<file path="src/design/gvb_pkg.sv">
// Package of the gravity body step unit: types, constants and helper functions.
// No dependencies; used by every module of the block except gvb_iter.
`timescale 1ns / 1ps

package gvb_pkg;

   localparam int FRAC_BITS    = 16;
   localparam int CORDIC_STEPS = 16;
   localparam int CNT_W        = $clog2(CORDIC_STEPS);

   localparam logic [30:0] TIME_STEP_RST    = 31'd1092;
   localparam logic [30:0] GRAV_CONST_RST   = 31'd65536;
   localparam logic [30:0] THRUST_ACCEL_RST = 31'd3276800;

   localparam logic [30:0] Q_CAP = 31'h7FFF_FFFF;
   localparam logic signed [63:0] SAT_MAX = 64'sd2147483647;
   localparam logic signed [63:0] SAT_MIN = -64'sd2147483648;
   localparam logic signed [33:0] CORDIC_X0 = 34'sh0_26DD_3B6A;

   localparam logic signed [16:0] QUARTER_TURN = 17'sd16384;
   localparam logic signed [16:0] HALF_TURN    = 17'sd32768;

   typedef enum logic [2:0] {
      OP_BEGIN_STEP = 3'd0,
      OP_BODY       = 3'd1,
      OP_END_STEP   = 3'd2,
      OP_THRUST     = 3'd3,
      OP_ROTATE     = 3'd4,
      OP_RESTART    = 3'd5
   } op_type;

   typedef enum logic [2:0] {
      CSR_TIME_STEP    = 3'd0,
      CSR_GRAV_CONST   = 3'd1,
      CSR_THRUST_ACCEL = 3'd2,
      CSR_START_POS_X  = 3'd3,
      CSR_START_POS_Y  = 3'd4,
      CSR_START_VEL_X  = 3'd5,
      CSR_START_VEL_Y  = 3'd6
   } csr_type;

   typedef struct packed {
      logic [2:0]         operation;
      logic signed [31:0] source_x;
      logic signed [31:0] source_y;
      logic [30:0]        source_mass;
      logic [15:0]        angle_delta;
   } req_type;

   typedef struct packed {
      logic signed [31:0] pos_x;
      logic signed [31:0] pos_y;
      logic signed [31:0] vel_x;
      logic signed [31:0] vel_y;
      logic               saturated;
   } rsp_type;

   typedef enum logic [4:0] {
      UOP_NONE,
      UOP_B1, UOP_B2, UOP_B3,
      UOP_G0, UOP_G1, UOP_G2, UOP_G3,
      UOP_SQRT_GO, UOP_SQRT_TAKE,
      UOP_DIVM_GO, UOP_DIVM_TAKE,
      UOP_DIVX_GO, UOP_DIVX_TAKE,
      UOP_DIVY_GO, UOP_DIVY_TAKE,
      UOP_G8, UOP_G9,
      UOP_T0, UOP_T_ITER, UOP_T1, UOP_T2,
      UOP_E1, UOP_E2, UOP_EMIT,
      UOP_ROTATE, UOP_RESTART
   } uop_type;

   typedef struct packed {
      uop_type uop;
      logic    iter_start;
   } cmd_type;

   typedef struct packed {
      logic iter_busy;
      logic dist_zero;
      logic cordic_last;
   } status_type;

   typedef enum logic [4:0] {
      S_IDLE,
      S_B2, S_B3,
      S_G1, S_G2, S_G3,
      S_SQRT_GO, S_SQRT_WAIT,
      S_DIVM_GO, S_DIVM_WAIT,
      S_DIVX_GO, S_DIVX_WAIT,
      S_DIVY_GO, S_DIVY_WAIT,
      S_G8, S_G9,
      S_T_ITER, S_T1, S_T2,
      S_E2, S_EMIT
   } state_type;

   function automatic logic signed [31:0] sat32(input logic signed [63:0] v);
      if (v > SAT_MAX) return 32'sh7FFF_FFFF;
      if (v < SAT_MIN) return 32'sh8000_0000;
      return v[31:0];
   endfunction

   function automatic logic sat_hit(input logic signed [63:0] v);
      return (v > SAT_MAX) || (v < SAT_MIN);
   endfunction

   // Arctangent of 2^-i as a fraction of a turn scaled by 2^32.
   function automatic logic [29:0] atan_turn(input logic [4:0] i);
      logic [29:0] r;
      case (i)
         5'd0:    r = 30'h2000_0000;
         5'd1:    r = 30'h12E4_051E;
         5'd2:    r = 30'h09FB_385B;
         5'd3:    r = 30'h0511_11D4;
         5'd4:    r = 30'h028B_0D43;
         5'd5:    r = 30'h0145_D7E1;
         5'd6:    r = 30'h00A2_F61E;
         5'd7:    r = 30'h0051_7C55;
         5'd8:    r = 30'h0028_BE53;
         5'd9:    r = 30'h0014_5F2F;
         5'd10:   r = 30'h000A_2F98;
         5'd11:   r = 30'h0005_17CC;
         5'd12:   r = 30'h0002_8BE6;
         5'd13:   r = 30'h0001_45F3;
         5'd14:   r = 30'h0000_A2F9;
         5'd15:   r = 30'h0000_517C;
         5'd16:   r = 30'h0000_28BE;
         5'd17:   r = 30'h0000_145F;
         5'd18:   r = 30'h0000_0A2F;
         5'd19:   r = 30'h0000_0517;
         5'd20:   r = 30'h0000_028B;
         5'd21:   r = 30'h0000_0145;
         5'd22:   r = 30'h0000_00A2;
         5'd23:   r = 30'h0000_0051;
         default: r = 30'h0;
      endcase
      return r;
   endfunction

endpackage

</file>
<file path="src/design/gvb_ctrl.sv">
// Controller of the body step unit: sequences the datapath per item and owns
// the input stall and the result valid flag. Uses gvb_pkg.
`timescale 1ns / 1ps

module gvb_ctrl (
   input  logic                clock,
   input  logic                reset,
   input  logic                req_valid,
   input  logic [2:0]          req_op,
   output logic                req_stall,
   output logic                rsp_valid,
   input  logic                rsp_stall,
   input  gvb_pkg::status_type status,
   output gvb_pkg::cmd_type    cmd
);

   gvb_pkg::state_type state_ff, state_in;
   logic rsp_valid_ff, rsp_valid_in;
   logic slot_free;

   assign slot_free = !rsp_valid_ff || !rsp_stall;

   always_comb begin
      state_in = state_ff;
      case (state_ff)
         gvb_pkg::S_IDLE: begin
            if (req_valid) begin
               case (req_op)
                  gvb_pkg::OP_BEGIN_STEP: state_in = gvb_pkg::S_B2;
                  gvb_pkg::OP_BODY:       state_in = gvb_pkg::S_G1;
                  gvb_pkg::OP_END_STEP:   state_in = gvb_pkg::S_E2;
                  gvb_pkg::OP_THRUST:     state_in = gvb_pkg::S_T_ITER;
                  default:                state_in = gvb_pkg::S_IDLE;
               endcase
            end
         end
         gvb_pkg::S_B2:      state_in = gvb_pkg::S_B3;
         gvb_pkg::S_B3:      state_in = gvb_pkg::S_IDLE;
         gvb_pkg::S_G1:      state_in = status.dist_zero ? gvb_pkg::S_IDLE : gvb_pkg::S_G2;
         gvb_pkg::S_G2:      state_in = gvb_pkg::S_G3;
         gvb_pkg::S_G3:      state_in = gvb_pkg::S_SQRT_GO;
         gvb_pkg::S_SQRT_GO: state_in = gvb_pkg::S_SQRT_WAIT;
         gvb_pkg::S_SQRT_WAIT:
            if (!status.iter_busy) state_in = gvb_pkg::S_DIVM_GO;
         gvb_pkg::S_DIVM_GO: state_in = gvb_pkg::S_DIVM_WAIT;
         gvb_pkg::S_DIVM_WAIT:
            if (!status.iter_busy) state_in = gvb_pkg::S_DIVX_GO;
         gvb_pkg::S_DIVX_GO: state_in = gvb_pkg::S_DIVX_WAIT;
         gvb_pkg::S_DIVX_WAIT:
            if (!status.iter_busy) state_in = gvb_pkg::S_DIVY_GO;
         gvb_pkg::S_DIVY_GO: state_in = gvb_pkg::S_DIVY_WAIT;
         gvb_pkg::S_DIVY_WAIT:
            if (!status.iter_busy) state_in = gvb_pkg::S_G8;
         gvb_pkg::S_G8:      state_in = gvb_pkg::S_G9;
         gvb_pkg::S_G9:      state_in = gvb_pkg::S_IDLE;
         gvb_pkg::S_T_ITER:
            if (status.cordic_last) state_in = gvb_pkg::S_T1;
         gvb_pkg::S_T1:      state_in = gvb_pkg::S_T2;
         gvb_pkg::S_T2:      state_in = gvb_pkg::S_IDLE;
         gvb_pkg::S_E2:      state_in = gvb_pkg::S_EMIT;
         gvb_pkg::S_EMIT:
            if (slot_free) state_in = gvb_pkg::S_IDLE;
         default:            state_in = gvb_pkg::S_IDLE;
      endcase
   end

   always_comb begin
      cmd.uop        = gvb_pkg::UOP_NONE;
      cmd.iter_start = 1'b0;
      req_stall      = 1'b1;
      rsp_valid_in   = rsp_valid_ff && rsp_stall;
      case (state_ff)
         gvb_pkg::S_IDLE: begin
            req_stall = 1'b0;
            if (req_valid) begin
               case (req_op)
                  gvb_pkg::OP_BEGIN_STEP: cmd.uop = gvb_pkg::UOP_B1;
                  gvb_pkg::OP_BODY:       cmd.uop = gvb_pkg::UOP_G0;
                  gvb_pkg::OP_END_STEP:   cmd.uop = gvb_pkg::UOP_E1;
                  gvb_pkg::OP_THRUST:     cmd.uop = gvb_pkg::UOP_T0;
                  gvb_pkg::OP_ROTATE:     cmd.uop = gvb_pkg::UOP_ROTATE;
                  gvb_pkg::OP_RESTART:    cmd.uop = gvb_pkg::UOP_RESTART;
                  default:                cmd.uop = gvb_pkg::UOP_NONE;
               endcase
            end
         end
         gvb_pkg::S_B2: cmd.uop = gvb_pkg::UOP_B2;
         gvb_pkg::S_B3: cmd.uop = gvb_pkg::UOP_B3;
         gvb_pkg::S_G1:
            if (!status.dist_zero) cmd.uop = gvb_pkg::UOP_G1;
         gvb_pkg::S_G2: cmd.uop = gvb_pkg::UOP_G2;
         gvb_pkg::S_G3: cmd.uop = gvb_pkg::UOP_G3;
         gvb_pkg::S_SQRT_GO: begin
            cmd.uop        = gvb_pkg::UOP_SQRT_GO;
            cmd.iter_start = 1'b1;
         end
         gvb_pkg::S_SQRT_WAIT: cmd.uop = gvb_pkg::UOP_SQRT_TAKE;
         gvb_pkg::S_DIVM_GO: begin
            cmd.uop        = gvb_pkg::UOP_DIVM_GO;
            cmd.iter_start = 1'b1;
         end
         gvb_pkg::S_DIVM_WAIT: cmd.uop = gvb_pkg::UOP_DIVM_TAKE;
         gvb_pkg::S_DIVX_GO: begin
            cmd.uop        = gvb_pkg::UOP_DIVX_GO;
            cmd.iter_start = 1'b1;
         end
         gvb_pkg::S_DIVX_WAIT: cmd.uop = gvb_pkg::UOP_DIVX_TAKE;
         gvb_pkg::S_DIVY_GO: begin
            cmd.uop        = gvb_pkg::UOP_DIVY_GO;
            cmd.iter_start = 1'b1;
         end
         gvb_pkg::S_DIVY_WAIT: cmd.uop = gvb_pkg::UOP_DIVY_TAKE;
         gvb_pkg::S_G8:     cmd.uop = gvb_pkg::UOP_G8;
         gvb_pkg::S_G9:     cmd.uop = gvb_pkg::UOP_G9;
         gvb_pkg::S_T_ITER: cmd.uop = gvb_pkg::UOP_T_ITER;
         gvb_pkg::S_T1:     cmd.uop = gvb_pkg::UOP_T1;
         gvb_pkg::S_T2:     cmd.uop = gvb_pkg::UOP_T2;
         gvb_pkg::S_E2:     cmd.uop = gvb_pkg::UOP_E2;
         gvb_pkg::S_EMIT: begin
            // The result register is loaded only once the previous beat has left.
            if (slot_free) begin
               cmd.uop      = gvb_pkg::UOP_EMIT;
               rsp_valid_in = 1'b1;
            end
         end
         default: cmd.uop = gvb_pkg::UOP_NONE;
      endcase
   end

   always_ff @(posedge clock) begin
      if (reset) begin
         state_ff     <= gvb_pkg::S_IDLE;
         rsp_valid_ff <= 1'b0;
      end else begin
         state_ff     <= state_in;
         rsp_valid_ff <= rsp_valid_in;
      end
   end

   assign rsp_valid = rsp_valid_ff;

endmodule

</file>
<file path="config.mk">
export PLATFORM = sky130hd
export DESIGN_NAME = gvb_ctrl
export DESIGN_NICKNAME = d
export VERILOG_FILES = /design/src/design/gvb_pkg.sv /design/src/design/gvb_ctrl.sv
export SDC_FILE = /design/constraint.sdc
export NUM_CORES = 1
export LEC_CHECK = 0
export BUFFER_PORTS_ARGS = -buffer_cell sky130_fd_sc_hd__clkbuf_2
export CAP_MARGIN = 20
export CORE_MARGIN = 2
export CORE_UTILIZATION = 46
export DETAILED_ROUTE_END_ITERATION = 8
export GPL_TIMING_DRIVEN = 0
export PLACE_DENSITY_LB_ADDON = 0.25
export SLEW_MARGIN = 25
export SYNTH_ARGS = -nofsm -noshare
export SYNTH_HDL_FRONTEND = slang
export SYNTH_SLANG_ARGS = --single-unit
</file>
<file path="constraint.sdc">
create_clock -name clock -period 1.9 [get_ports clock]
set_clock_uncertainty 0.15 [all_clocks]
set_input_delay 0.38 -clock clock [delete_from_list [all_inputs] [get_ports clock]]
set_output_delay 0.38 -clock clock [all_outputs]
set_load 0.005 [all_outputs]
</file>
* Word level (Yosys, flattened, before mapping) *
Cells that the tools add are included.
Widths: inputs -> output; s select.

storage, ports and cells
  bits of input ports = 10
  flip-flop bits (word level) = 6
  word-level logic and storage cells = 61
  output and inout port bits = 8

operators by class
  reduce and logical (&&, ||, !) cells = 8
  multiplexer cells = 19
  eq/ne operators = 32

operator list
  cell                number
  $pmux 5 s21         1
  $pmux 5 s18         1
  $mux 5              9
  $eq 5x4->1 const B  8
  $pmux 5 s6          1
  $eq 5x5->1 const B  5
  $eq 5x3->1 const B  4
  $pmux 5 s4          1
  $ne 2x2->1 const B  7
  $eq 5x2->1 const B  2
  $reduce_and 7->1    1
  $eq 3x2->1 const B  2
  $eq 3x3->1 const B  2
  $mux 3              2
  $eq 5x1->1 const B  1
  $logic_not 5->1     1
  $mux 1              4
  $reduce_or 4->1     1
  $eq 3x1->1 const B  1
  $logic_not 3->1     1
  $logic_not 1->1     2
  $logic_and 1x1->1   1
  $logic_or 1x1->1    1

* Depth between registers and ports, before layout *
Gate-level depths: netlist of the first run.

  word-level depth = 4
  mapped depth = 7
  depth with buffers taken out = 5

* Least setup slack after synthesis of the first run *
Ideal clock, no wire load.

  path kind = register to output
  start = reg state_ff[3]
  end = out cmd[1] in the netlist's numbering
  cell stages (with the launch flop) = 6
  data arrival time = 1352 ps
  path slack = 18 ps
  path through = dfxtp_1 buf_6 or2_1 buf_2 or3_1 a32o_1

RTL lines
  item                    line             source
  from (decl)             gvb_ctrl.sv:17   gvb_pkg::state_type state_ff, state_in;
  from (signal assigned)  gvb_ctrl.sv:132  state_ff <= gvb_pkg::S_IDLE;
  from (signal assigned)  gvb_ctrl.sv:135  state_ff <= state_in;
  to (decl)               gvb_ctrl.sv:14   output gvb_pkg::cmd_type cmd

==> metrics.cfg, run 1 <==
[place]
dp_hpwl_mm=1.351
portBuffers=16
place_ws_ns=-0.1450
globalplace.congestion=0.8938
placedCellCount=130

[setup_path]
slowest_stage=dfxtp_2
slowest_delay_ns=0.32
cp.required_ns=1.37
startpoint_type=flip-flop
crit_path_end_kind=output port
path_max_fanout=4
path_buf_inv=2
critPathKind=flip-flop to output port
crit_chain=buf_6 -> or2_4 -> or3_1 -> a32o_1 -> clkbuf_2
crit_family=simple AND/OR/NAND/NOR gates
worst_ep_arrival_time_ns=1.57

[clock_network]
htree_levels=1
cts_sinks=6
clkLatencyLatePin_ns=0.24
path_clk_slew_ns=0.04
clockBufferDepth=2
cts_made_buffers=3
cts_tree=done
clockRootBuffer=clkbuf_4

[cells_and_area]
diodes=0
final_cells=144
area_delta_synth_final_pct=47.83
drive_gt1_share_pct=46.09
finish.net_count=140
layout_common_cells=clkbuf_2 (15), nand2_1 (14), buf_4 (13)
final_common_cell=clkbuf_2

[synth]
ys_ff_latch=6
synthCells=98
synth-main-ff-cell=dfxtp_1
yosysUniqueCellTypes=44
synth_edf_count=0
syn_area_per_cell_sq_um=7.073
async_flop_share_pct=0
syn_nets=108
syn_area_sq_um=693.2
yosysSeqAreaShare_pct=17.33
synth_top_area_share_pct=17.33
synth_top_area_cell=dfxtp_1
synthTopCellsByArea=dfxtp_1 (17%), nand2_1 (7.6%), a21oi_1 (5.8%)
ys_warn_count=0

[sta]
tightest_slew_ns=0.2802
rsz0062_at_grt=yes
slew_headroom_pct=81.19
finalHoldViolCount=0
worst_slack_ns=-0.1976
period_share_pct=110.4
fmax_mhz=476.7
finalSetupViolCount=6
timing.final.max_slew_violations=0
period_needed_ns=2.098

[job]
maxCapViolCount=0

[pwr]
seqPwrFrac_pct=24.8
ir_drop_v=0.0004630
power.density_nw_per_um2=595.7
p_int_uw=372.7
clkPwrFrac_pct=18.3
leakagePower_nw=0.4352
switching_share_pct=38.95
p_sw_uw=237.8
combPwrFrac_pct=56.9

[die]
core_area_sq_um=1454
io_pins=18
die_area_sq_um=1834
die_h_um=42.82
die_x_um=42.82
num_rows=14
start_util_pct=47.68

[run_status]
violations=setup timing
status=complete, but fails checks

[worst_hold_path]
hold_class=input port to flip-flop

[global_route]
grt_pass1_wl_mm=3.491
grt_pass1_vias=800
grt_overflow=0
antenna_found_initial=0
track_usage_pct=24.61
grt_max_degree=11

[route]
firstDrtPassIters=4
detail_route.wl_per_cell_um=16.64
drtIter0Drc=36
viasPerCell=6.389
num_vias=920
drc=0
ant_nets=0
wirelength_mm=2.396

-- cell type report --
type / count / area, sq um
Multi-Input combinational cell: 80 / 591.8
Fill cell: 118 / 429.2
Timing Repair Buffer: 28 / 178.9
Sequential cell: 6 / 126.4
Buffer: 6 / 63.81
Clock buffer: 3 / 22.52
Inverter: 5 / 21.27
Tap cell: 16 / 20.02
-- synth_stat cells, types with 2 or more instances --
| cell | number |
|---|---|
| nor2_1 | 8 |
| o32ai_1 | 3 |
| dfxtp_1 | 6 |
| xnor2_1 | 2 |
| buf_2 | 3 |
| o21ai_0 | 7 |
| nor2b_1 | 2 |
| inv_1 | 4 |
| nor3_1 | 2 |
| buf_4 | 2 |
| nand3_1 | 6 |
| a21oi_1 | 8 |
| nand2_1 | 14 |
-- timing repair --
action	CTS	global route
hold buffers	0	0
endpoints found under the setup margin	5	7
pin swaps	6	4
setup buffers	8	4
resized for setup	25	11
-- cells by family (layout without fill, tap and decap cells) --
kind of cell	count (synthesis)	after routing	share of synthesized area (%)
flip-flops	6	6	17.33
AO/OA/AOI/OAI	36	36	40.25
XOR/XNOR	2	2	2.528
multiplexers	1	1	1.444
buffers and inverters	12	42	9.203
AND/OR/NAND/NOR	41	41	29.25
-- sequential cells by signal, indices dropped and copies added, names as in the netlist --
name	count
rsp_valid	1
state_ff	5
-- routing by layer --
metal  track usage (%)  vias up  wire [um]
met5                 0        -          0
met4             9.375        0         34
met3             4.255        6        141
met2             38.48       53       1183
met1             33.25      427       1036
li1                  -      434          -
-- metrics by stage --
stage / power [mW] / hold slack (ns) / TNS, ns / instance area, sq um / utilization [%]
after floorplan: 0.3199 / 0.2946 / 0 / 693.2 / -
after global placement: 0.3950 / 0.4002 / -0.5080 / 793.3 / 54.56
after detailed placement: 0.3950 / 0.4216 / -0.6005 / 793.3 / 54.56
after CTS: 0.5563 / 0.2516 / -0.7760 / 945.9 / 65.06
after global routing: 0.6526 / 0.3015 / -1.388 / 1025 / 70.48
final: 0.6104 / 0.3060 / -0.9226 / 1025 / 70.48
-- power by group through the flow --
stage	Clock (mW)	Sequential (mW)	Combinational [mW]
2_1_floorplan	0	0.145	0.175
3_3_place_gp	0	0.148	0.247
3_5_place_dp	0	0.148	0.247
4_1_cts	0.117	0.149	0.290
5_1_grt	0.127	0.153	0.373
6_report	0.112	0.151	0.348
-- worst paths after layout --
| kind | start | to | slack, ns | cells past startpoint |
|---|---|---|---|---|
| setup / recovery | state_ff[3] | cmd[1] | -0.20 | 5 |
| hold reg to reg | state_ff[4] | state_ff[4] | 0.46 | 2 |
| hold / removal | reset | state_ff[3] | 0.31 | 2 |
| setup reg to reg | state_ff[3] | state_ff[3] | -0.15 | 7 |
Note: power is estimated with default switching activity, not from simulation.
==> run 2: changes to the inputs <==
- RECOVER_POWER: unset -> 100
==> metrics.cfg, run 2 (same netlist as run 1, synthesis figures left out) <==
[die]
core_area_sq_um=1454
die_h_um=42.82
die_x_um=42.82
die_area_sq_um=1834
io_pins=18
start_util_pct=47.68
num_rows=14

[clock_network]
htree_levels=1
clockRootBuffer=clkbuf_4
clockBufferDepth=2
cts_tree=done
cts_sinks=6
path_clk_slew_ns=0.04
cts_made_buffers=3
clkLatencyLatePin_ns=0.24
cts_hold_buffers=0

[sta]
rsz0062_at_grt=yes
hold_ws_ns=0.2758
worst_slack_ns=-0.1983
finalSetupViolCount=11
fin_tns_setup_ns=-1.134
timing.final.max_slew_violations=0
finalHoldViolCount=0
tightest_slew_ns=0.4467
fmax_mhz=476.6
period_share_pct=110.4
period_needed_ns=2.098
slew_headroom_pct=70.22

[setup_path]
r2r_end=state_ff[3]
rr_startpoint=state_ff[3]
critPathKind=flip-flop to output port
reg2reg_depth=7
startpoint_type=flip-flop
r2r_setup_slack_ns=-0.15
worst_ep_arrival_time_ns=1.57
path_max_fanout=4
crit_path_end_kind=output port
cp.required_ns=1.37

[pwr]
combPwrFrac_pct=56.2
power.total_uw=600.1
leakagePower_nw=0.4317
p_int_uw=369.3
p_sw_uw=230.8
switching_share_pct=38.46
power.density_nw_per_um2=595.8
seqPwrFrac_pct=25.2
ir_drop_v=0.0004575
clkPwrFrac_pct=18.6

[place]
place_ws_ns=-0.1450
portBuffers=16
dp_hpwl_mm=1.351
globalplace.congestion=0.8938
placedCellCount=130

[cells_and_area]
regMostFlops=state_ff
largest_reg_flops=5
final_common_cell=clkbuf_2
diodes=0
layout_common_cells=clkbuf_2 (15), nand2_1 (14), buf_4 (13)
area_delta_synth_final_pct=45.31
final_cells=144
nFillCells=119
finish.net_count=140
drive_gt1_share_pct=45.31

[route]
firstDrtPassIters=4
drc=0
drtIter0Drc=50
highest_layer=met4
num_vias=916
detail_route.wl_per_cell_um=16.51
met2_wirelength_mm=1.160
met1_length_um=930
wirelength_mm=2.377
ant_nets=0
dr_wl_met3_um=239
viasPerCell=6.361

[global_route]
grt_pass1_vias=800
grt_overflow=0
grt_max_degree=11
antenna_found_initial=0
grt_pass1_wl_mm=3.491
track_usage_pct=24.61

[worst_hold_path]
hp-start=reset
hold_class=input port to flip-flop
whs_endpoint=state_ff[3]
hold-path-cell-count=2

[job]
maxCapViolCount=0

[run_status]
status=complete, but fails checks
violations=setup timing

[run 2: cell counts in the layout (fill, tap and decap cells not counted)]
No cell type changed its count.
[run 2: layout make-up]
cell class / count / area, sq um / share of cell area (%)
inverters: 5 / 21.27 / 2.112
clock buffers: 3 / 22.52 / 2.236
flip-flops and latches: 6 / 126.4 / 12.55
multi-input cells: 80 / 574.3 / 57.02
repair buffers: 28 / 178.9 / 17.76
plain buffers: 6 / 63.81 / 6.335
well taps: 16 / 20.02 / 1.988
[run 2: layer usage]
metal  vias up  track usage, %
li1        428               -
met1       413           33.25
met2        69           38.48
met3         6           4.255
met4         0           9.375
met5         -               0
[run 2: worst max path at each step]
stage	start	endpoint
after floorplan	state_ff[3]	cmd[1]
after global placement	req_op[1]	cmd[2]
after detailed placement	req_op[1]	cmd[2]
after CTS	state_ff[3]	cmd[1]
after global routing	state_ff[3]	cmd[3]
final	state_ff[3]	cmd[1]
[run 2: critical path, stage by stage, from the launching register on]
cell and delay, ns:
dfxtp_2 0.32, buf_6 0.11, or2_4 0.27, or3_1 0.31, a32o_1 0.22, clkbuf_2 0.11
[run 2: what timing repair did]
action / CTS / global route
endpoints found under the hold margin: 0 / 0
pin swaps: 6 / 4
gates resized for setup: 25 / 11
setup endpoints to repair: 5 / 7
setup buffers: 8 / 4
[run 2: metrics by stage]
stage	cell area, sq um	util (%)
2_1_floorplan	693.2	-
3_3_place_gp	793.3	54.56
3_5_place_dp	793.3	54.56
4_1_cts	945.9	65.06
5_1_grt	1007	69.28
6_report	1007	69.28
[run 2: power groups by stage]
stage | clock [mW] | combinational (mW) | sequential [mW]
after floorplan | 0 | 0.175 | 0.145
after global placement | 0 | 0.247 | 0.148
after detailed placement | 0 | 0.247 | 0.148
after CTS | 0.117 | 0.290 | 0.149
after global routing | 0.127 | 0.364 | 0.153
final | 0.112 | 0.337 | 0.151
==> run 3: changes to the inputs <==
- MAX_ROUTING_LAYER: unset -> met4
==> metrics.cfg, run 3 (same netlist as run 1, synthesis figures left out) <==
[run_status]
status=complete, but fails checks
violations=setup timing

[setup_path]
cp.required_ns=1.37
reg2reg_depth=7
rr_startpoint=state_ff[3]
critPathKind=flip-flop to output port
worst_ep_arrival_time_ns=1.58
startpoint_type=flip-flop
crit_path_end_kind=output port
r2r_end=state_ff[3]
r2r_setup_slack_ns=-0.16
path_max_fanout=4

[sta]
finalHoldViolCount=0
finalSetupViolCount=10
worst_slack_ns=-0.2055
tightest_slew_ns=0.4885
period_share_pct=110.8
timing.final.max_slew_violations=0
fin_tns_setup_ns=-1.305
slew_headroom_pct=67.44
hold_ws_ns=0.2775
period_needed_ns=2.106
fmax_mhz=474.9
rsz0062_at_grt=yes

[cells_and_area]
finish.net_count=140
area_delta_synth_final_pct=45.31
drive_gt1_share_pct=45.31
final_common_cell=clkbuf_2
final_area_sq_um=1007
final_cells=144
largest_reg_flops=5
layout_common_cells=clkbuf_2 (15), nand2_1 (14), buf_4 (13)
multi_input_area_sq_um=574.3
regArea_sq_um=126.4
nFillCells=119
final_util_pct=69.28
regMostFlops=state_ff
diodes=0

[die]
start_util_pct=47.68
die_h_um=42.82
die_x_um=42.82
die_area_sq_um=1834
core_area_sq_um=1454
io_pins=18
num_rows=14

[global_route]
track_usage_pct=25.27
grt_max_degree=11
grt_pass1_wl_mm=3.491
grt_pass1_vias=799
grt_overflow=0
antenna_found_initial=0

[route]
firstDrtPassIters=4
wirelength_mm=2.378
num_vias=900
viasPerCell=6.250
drc=0
ant_nets=0
drtIter0Drc=40
detail_route.wl_per_cell_um=16.51

[clock_network]
cts_made_buffers=3
cts_hold_buffers=0
path_clk_slew_ns=0.04
clockRootBuffer=clkbuf_4
clkLatencyLatePin_ns=0.24
cts_sinks=6
htree_levels=1
cts_tree=done
clockBufferDepth=2

[worst_hold_path]
hold-path-cell-count=2
hold_class=input port to flip-flop
whs_endpoint=state_ff[3]
hp-start=reset

[place]
dp_hpwl_mm=1.351
portBuffers=16
globalplace.congestion=0.9089
placed_cell_area_sq_um=793.3
placedCellCount=130

[pwr]
ir_drop_v=0.0004567
leakagePower_nw=0.4317
power.density_nw_per_um2=596.7

[job]
maxCapViolCount=0

-- run 3: cell counts in the layout (fill, tap and decap cells not counted) --
No cell type changed its count.
-- run 3: how the worst max path moves through the flow --
stage,from,endpoint,slack [ns],depth (start not counted)
floorplan,state_ff[3],cmd[1],0.02,5
global placement,req_op[1],cmd[2],-0.13,6
detailed placement,req_op[1],cmd[2],-0.15,6
CTS,state_ff[3],cmd[1],-0.19,5
global route,state_ff[3],cmd[3],-0.27,7
finish,state_ff[3],cmd[1],-0.21,5
-- run 3: cell type report --
cell class | instances | share of cell area, %
inverters | 5 | 2.112
well taps | 16 | 1.988
repair buffers | 28 | 17.76
clock buffers | 3 | 2.236
plain buffers | 6 | 6.335
multi-input cells | 80 | 57.02
flip-flops and latches | 6 | 12.55
-- run 3: worst max-delay path, cell delays in order, from the launching register on --
cell and delay, ns:
dfxtp_2 0.32, buf_6 0.11, or2_4 0.27, or3_1 0.31, a32o_1 0.22, clkbuf_2 0.11
-- run 3: power breakdown --
part	switching (mW)	internal [mW]
sequential	0.0142	0.137
clock	0.0406	0.0711
combinational	0.177	0.161
total	0.232	0.369
-- run 3: repair_timing --
item                       in CTS  in global routing
pin swaps                       6                  4
setup endpoints to repair       5                  7
buffers inserted                8                  4
resized for setup              25                 11
-- run 3: layer usage --
layer / part of all wire (%) / vias to the layer above / global-route usage, %
met5: 0 / - / -
met4: 1.7 / 0 / 9.375
met3: 8.6 / 6 / 4.255
met2: 49 / 62 / 38.48
met1: 41 / 404 / 33.25
li1: - / 428 / -
-- run 3: per-stage QoR --
| stage | setup slack [ns] | power, mW |
|---|---|---|
| 2_1_floorplan | 0.01810 | 0.3199 |
| 3_3_place_gp | -0.1305 | 0.3950 |
| 3_5_place_dp | -0.1450 | 0.3950 |
| 4_1_cts | -0.1892 | 0.5563 |
| 5_1_grt | -0.2744 | 0.6436 |
| 6_report | -0.2055 | 0.6010 |
